### config.mk
export PLATFORM = sky130hd
export DESIGN_NAME = hlbm_zone_count
export DESIGN_NICKNAME = d
export VERILOG_FILES = /design/src/hlbm_pkg.sv /design/src/hlbm_zone_count.sv
export SDC_FILE = /design/constraint.sdc
export NUM_CORES = 1
export LEC_CHECK = 0
export ABC_AREA = 0
export BUFFER_PORTS_ARGS = -buffer_cell sky130_fd_sc_hd__buf_4
export CAP_MARGIN = 40
export CORE_ASPECT_RATIO = 0.75
export CORE_UTILIZATION = 55
export CTS_CLUSTER_DIAMETER = 60
export DETAILED_ROUTE_END_ITERATION = 8
export PLACE_DENSITY_LB_ADDON = 0.12
export SYNTH_ARGS = -nofsm -noshare
export SYNTH_HDL_FRONTEND = slang
export SYNTH_SLANG_ARGS = --single-unit
### constraint.sdc
create_clock -name clk_i -period 2.65 [get_ports clk_i]
set_input_delay 0.1325 -clock clk_i [delete_from_list [all_inputs] [get_ports clk_i]]
set_output_delay 0.1325 -clock clk_i [all_outputs]
set_load 0.01 [all_outputs]
### src/hlbm_pkg.sv
//------------------------------------------------------------------------------
// hlbm_pkg: shared types and constants
// Action codes and sizing for the hybrid log/block translation table.
//------------------------------------------------------------------------------
`default_nettype none
package hlbm_pkg;
  localparam int unsigned ZonePagesDef = 64;
  localparam int unsigned DataZonesDef = 16;
  localparam int unsigned ZonesDef     = 32;
  localparam int unsigned LogDepth     = 1024;
  localparam int unsigned LpW          = 10;
  localparam int unsigned PpW          = 11;
  localparam int unsigned ZiW          = 5;
  localparam int unsigned CntOutW      = 7;

  typedef enum logic [1:0] {
    ACT_LOOKUP = 2'd0,
    ACT_WRITE  = 2'd1,
    ACT_MERGE  = 2'd2,
    ACT_QUERY  = 2'd3
  } action_e;

  typedef struct packed {
    logic [PpW-1:0]     page;
    logic               hit;
    logic               miss;
    logic [CntOutW-1:0] count;
  } result_t;
endpackage
`default_nettype wire

### src/hlbm_zone_count.sv
//------------------------------------------------------------------------------
// hlbm_zone_count: per-zone valid page counters
// Counter memory with one saturating up/down unit; clears itself after reset.
//------------------------------------------------------------------------------
`default_nettype none
module hlbm_zone_count #(
  parameter int unsigned ZonePages = hlbm_pkg::ZonePagesDef,
  parameter int unsigned Zones     = hlbm_pkg::ZonesDef,
  parameter int unsigned ZW        = $clog2(Zones),
  parameter int unsigned CW        = $clog2(ZonePages + 1)
) (
  input  wire logic          clk_i,
  input  wire logic          rst_ni,
  input  wire logic          rd_i,
  input  wire logic [ZW-1:0] rd_zone_i,
  output logic      [CW-1:0] rd_data_o,
  input  wire logic          wr_i,
  input  wire logic [ZW-1:0] wr_zone_i,
  input  wire logic          up_i,
  input  wire logic [CW-1:0] wr_old_i,
  output logic               clr_busy_o
);
  logic [CW-1:0] mem [Zones];
  logic [ZW-1:0] clr_q;
  logic          busy_q;
  logic [CW-1:0] nxt;

  always_comb begin
    nxt = wr_old_i;
    if (up_i) begin
      if (wr_old_i < CW'(ZonePages)) nxt = wr_old_i + 1'b1;
    end else begin
      if (wr_old_i != '0) nxt = wr_old_i - 1'b1;
    end
  end

  always_ff @(posedge clk_i or negedge rst_ni) begin
    if (!rst_ni) begin
      busy_q <= 1'b1;
      clr_q  <= '0;
    end else if (busy_q) begin
      clr_q <= clr_q + 1'b1;
      if (clr_q == ZW'(Zones - 1)) busy_q <= 1'b0;
    end
  end

  always_ff @(posedge clk_i) begin
    if (busy_q) mem[clr_q] <= '0;
    else if (wr_i) mem[wr_zone_i] <= nxt;
    if (rd_i) rd_data_o <= mem[rd_zone_i];
  end

  assign clr_busy_o = busy_q;
endmodule
`default_nettype wire
; Word level (Yosys, flattened, before mapping)
; Memories as Yosys holds them, arrays and structs flattened. A register that Yosys moved wholly into a read port is not among the register bits.
; Cells that the tools add are included.
[totals]
ramBits = 224
latchBits = 0
mem_count = 1
rom_bits = 0
elab_cells = 23
register_bits = 6
[classes]
shift = 0
n_mul = 0
order_cmp = 1
reduce_logical = 2
n_eq_ne = 1
muxes = 13
n_div = 0
n_addsub = 3
bitwise = 0
[memory_table]
columns = memory, words, width, read_ports, rd_ports_with_merged_regs, wr, line
row1 = mem, 32, 7, 1, 1, 1, hlbm_zone_count.sv:23  ; logic [CW-1:0] mem [Zones];
[op_table]
columns = operator, count
row1 = 2-to-1 mux 7 bit, 4
row2 = 2-to-1 mux 1 bit, 8
row3 = adder 7 x 1 -> 7 bit (second input constant), 1
row4 = < comparator 7 bit (second input constant), 1
row5 = nonzero test 7 bit, 1
row6 = OR reduction 7 bit, 1
row7 = subtractor 7 x 1 -> 7 bit (second input constant), 1
row8 = adder 5 x 1 -> 5 bit (second input constant), 1
row9 = == test 5 bit (second input constant), 1
row10 = 2-to-1 mux 5 bit, 1

; Depth between registers and ports, before layout
[depth]
word_depth = 5
depth_mapped = 6

; Worst setup path before layout
; Ideal clock, no wire load.
[synth_path]
path_kind = input -> register
startpoint = in wr_old_i[3]
endpoint = mem mem[0][6] (netlist bit) (data pin)
arrival_ps = 2132
setup_slack_ps = 121
required_time_ps = 2252
stages = 5
path_cell_list = clkbuf_1 > nor3_1 > nand3_1 > or4_1 > a31oi_1
[synth_via]
elab_chain_len = 4
[synth_lines]
columns = element, line
row1 = "start, declared", hlbm_zone_count.sv:20  ; input wire logic [CW-1:0] wr_old_i,
row2 = "subtractor 7 x 1 -> 7 bit, or another cell as far along", hlbm_zone_count.sv:33  ; if (wr_old_i != '0) nxt = wr_old_i - 1'b1;
row3 = 2-to-1 mux 7 bit (on tied branches), "hlbm_zone_count.sv:33, hlbm_zone_count.sv:31"
row4 = 2-to-1 mux 7 bit (*), hlbm_zone_count.sv:30  ; if (up_i) begin
row5 = 2-to-1 mux 7 bit (no line) (*), n/a
row6 = "end, declared", hlbm_zone_count.sv:23
; Every way passes the cells marked *; elsewhere a longest branch is shown, timed or not.

; Worst setup path in the final report
[layout_path]
startpoint = reg busy_q, in the netlist clr_busy_o
endpoint = mem mem[28][5] (netlist bit) (enable)
[layout_via]
elab_chain_len = 4
[layout_lines]
columns = element, line
row1 = "start, declared", hlbm_zone_count.sv:25  ; logic busy_q;
row2 = "start signal, assigned", hlbm_zone_count.sv:39  ; busy_q <= 1'b1;
row3 = "start signal, assigned", hlbm_zone_count.sv:43  ; if (clr_q == ZW'(Zones - 1)) busy_q <= 1'b0;
row4 = 2-to-1 mux 1 bit, hlbm_zone_count.sv:48  ; if (busy_q) mem[clr_q] <= '0;
row5 = 2-to-1 mux 1 bit (not written as such), hlbm_zone_count.sv:49  ; else if (wr_i) mem[wr_zone_i] <= nxt;
row6 = OR reduction 7 bit (no line), n/a
row7 = 2-to-1 mux 5 bit (no line) / 2-to-1 mux 1 bit (equally long branches), n/a
; Several ways; a longest one is shown, not always the timed one.

==> flow_summary.json <==
{
  "layout-area-overhead-vs-synth_pct": 14.88,
  "leakage_nw": 3.542,
  "switchingPower_w": 0.001582,
  "ir_drop_v": 0.0005159,
  "final_critical_path_setup_slack_ns": 0.2836,
  "synthFlopType": "edfxtp_1",
  "cpPeakStageDelay_ns": 0.72,
  "post-route-min-period_ns": 2.366,
  "crit-reg2reg-launch": "clr_busy_o$_DFF_PN1_",
  "grt_antenna_before_repair": 1,
  "routed_wirelength_um": 19530,
  "number_of_placement_rows": 41,
  "gpl.final_weighted_congestion": 0.8726,
  "cts_num_sinks": 237,
  "synth_warnings": 0,
  "postSynthNetCount": 498,
  "yosysTopAreaCell": "edfxtp_1",
  "ant_nets": 0,
  "ctsHtreeMaxLevel": 1,
  "grt_overflow_total": 0,
  "floorplan.io_pins": 30,
  "fillCellCount": 1141,
  "finalCritPeriodShare_pct": 89.30,
  "hp-class": "in2reg",
  "netlist-cell-type-count": 42,
  "io_buffer_count": 29,
  "design.core.area_sq_um": 16980,
  "power.share.switching_pct": 20.70,
  "critPathTopFamily": "simple AND/OR/NAND/NOR gates",
  "postSynthAreaPerCell_sq_um": 20.43,
  "fmaxAchievable_ghz": 0.4226,
  "worst_hold_path_stage_count": 2,
  "gates_resized_cts_repair": 0,
  "route.detailed.wl_per_inst_um": 24.66,
  "tritoncts": "yes",
  "detail_route.first_pass.iterations": 5,
  "yosys.cell_count.top_type": "edfxtp_1",
  "critical_path.max_fanout": 19,
  "detailedRoute.firstIterationViolations": 442,
  "yosysSeqAreaShare_pct": 73.66,
  "setup_viol_count_final": 0,
  "die_x_um": 154.7,
  "postSynth.asyncResetShare_pct": 2.532,
  "die-area_sq_um": 18030,
  "fin_worst_skew_ns": 0.01216,
  "via_count": 4809,
  "tritoncts.num_buffers": 23,
  "whs_ns": 0.03941,
  "post_synth_edffs": 231,
  "clockRootBuffer": "clkbuf_16",
  "grt_max_degree": 33,
  "via_count_of_the_first_global_routing_pass": 4774,
  "worst_slew_pin_tran_ns": 0.9104,
  "timing.slew.headroom_pct": 39.02,
  "antenna-diode-count": 0,
  "dp_hpwl_um": 12370,
  "post_synth_instance_area_sq_um": 9623,
  "holdBufCountCts": 3,
  "rsz0062_at_grt": "no",
  "power_frac_seq_pct": 54.6,
  "final_hold_viol_count": 0,
  "cp_cell_sequence": "nand2b_1 > mux2i_1 > nand2_1 > nor2_1",
  "hold_end": "rd_data_o[2]$_DFFE_PP_",
  "clock_insertion_delay_worst_skew_ns": 0.50,
  "timing.rr.end": "mem[28][5]$_DFFE_PP_",
  "setup-tns-final_ns": 0,
  "synth_top_cells_by_count": "231 x edfxtp_1, 70 x mux4_2, 38 x nor2_1",
  "finish.net_count": 568,
  "p_int_w": 0.006062,
  "worst-endpoint-required_ns": 2.78,
  "worstHoldStart": "rd_zone_i[3]",
  "critical_path.endpoint_type": "flip-flop",
  "arrival_ns": 2.49,
  "yosys-top-cells-area": "edfxtp_1 72%, mux4_2 16%, nor2_1 1.5%, dfrtp_1 1.3%, mux2_2 0.94%",
  "grt_first_pass_wirelength_um": 29590,
  "r2r_setup_slack_ns": 0.28,
  "via_per_inst": 6.072,
  "clock_pin_slew_reported_for_the_worst_setup_and_hold_paths_after_clock_tree_synthesis_ns": 0.07,
  "timing.reg2reg.worst_path_depth": 4,
  "grtUsageTotal_pct": 23.11,
  "combinationalPowerShare_pct": 6.2,
  "cp.depth": 4,
  "criticalPathCategory": "reg2reg",
  "postCtsSetupBuffers": 0,
  "cts-root-to-sink-buffers": 3,
  "power.density_cell_area_nw_per_um2": 691.5,
  "ys_ff_latch": 237,
  "critPathBufInv": 0,
  "status": "finished, final reports clean",
  "synth_top_area_share_pct": 72.08,
  "die_height_um": 116.6,
  "layout-drive-gt1-share_pct": 33.09,
  "post-place-ws_ns": 0.3290,
  "drt_drc_violations_left": 0,
  "max_capacitance_violation_total": 0,
  "slew_viol_final": 0,
  "critPathSlowestCell": "dfstp_2",
  "critPathLaunchType": "flip-flop",
  "initial_standard_cell_utilization_of_the_core_pct": 56.67,
  "post_synth_inst_count": 471,
  "clkPwrFrac_pct": 39.2
}
-- registers in the layout (all words and copies together) (netlist names) --
signal	cells
mem	224
rd_data_o	7
clr_q	5
clr_busy_o	1
-- power by group through the flow --
stage | combinational [W] | sequential [W] | clock (W)
finish | 0.000470 | 0.00418 | 0.00300
global route | 0.000504 | 0.00418 | 0.00320
CTS | 0.000475 | 0.00418 | 0.00304
detailed placement | 0.000470 | 0.00426 | 0
global placement | 0.000461 | 0.00426 | 0
floorplan | 0.000274 | 0.00426 | 0
-- worst max path at each step --
stage                              start                      to  slack, ns
global route        clr_busy_o$_DFF_PN1_    mem[29][5]$_DFFE_PP_       0.15
finish              clr_busy_o$_DFF_PN1_    mem[28][5]$_DFFE_PP_       0.28
CTS                 clr_busy_o$_DFF_PN1_     mem[5][6]$_DFFE_PP_       0.30
global placement            rd_zone_i[1]  rd_data_o[0]$_DFFE_PP_       0.42
floorplan                    wr_old_i[3]     mem[0][6]$_DFFE_PP_       0.12
detailed placement  clr_busy_o$_DFF_PN1_    mem[21][2]$_DFFE_PP_       0.33
-- kinds of logic (layout without fill, tap and decap cells) --
kind of cell | Yosys count | count (layout) | share of synthesized area, %
AOI/OAI and AO/OA | 30 | 30 | 2.041
xor gates and xnor gates | 4 | 4 | 0.3641
adders and majority gates | 5 | 5 | 0.6501
buffers and inverters | 29 | 114 | 1.547
DFF | 237 | 237 | 73.66
muxes | 80 | 80 | 17.53
and+or+nand+nor | 86 | 86 | 4.213
-- per-layer routing --
layer	vias to the layer above	GRT usage, %	part of all wire, %
li1	2091	-	-
met1	2522	36.86	47
met2	176	34.72	45
met3	20	3.488	6.3
met4	0	4.158	1.2
met5	-	0	0
-- stage by stage --
| step | instance area [sq um] | std cells | total power (W) | util [%] |
|---|---|---|---|---|
| 2_1_floorplan | 9623 | 471 | 0.004537 | - |
| 3_3_place_gp | 10340 | 749 | 0.004716 | 60.92 |
| 3_5_place_dp | 10340 | 749 | 0.004727 | 60.92 |
| 4_1_cts | 11050 | 792 | 0.007694 | 65.10 |
| 5_1_grt | 11050 | 792 | 0.007878 | 65.10 |
| 6_report | 11050 | 792 | 0.007644 | 65.10 |
-- worst register-to-register path, stage by stage (launching register included) --
cell and delay, ns:
dfstp_2 0.72, nand2b_1 0.32, mux2i_1 0.27, nand2_1 0.15, nor2_1 0.54
-- final cells by class --
class                   count  area [sq um]  area share [%]
inverters                   7         26.28          0.2377
clock buffers              28         594.3           5.376
repair buffers             67         548.0           4.958
well taps                 236         295.3           2.671
flip-flops and latches    237          7088           64.12
clock inverters            12         86.33          0.7810
multi-input cells         205          2416           21.86
-- cell usage in the layout, fill, tap and decap left out, types with 3 or more instances in the layout --
cell	instances
edfxtp_1	231
mux4_2	70
buf_4	61
nor2_1	37
clkbuf_16	23
nand2_1	19
mux2_2	8
inv_1	7
o21ai_0	5
nor2b_1	5
ha_1	5
clkbuf_1	5
clkinv_2	5
dfrtp_1	5
nand3_1	4
a21oi_2	4
clkinv_1	4
nand2b_1	3
a21oi_1	3
or4_1	3
xnor2_1	3
a31o_2	3
dlygate4sd3_1	3
buf_12	3
No activity file was read; power rests on OpenSTA's default activity.
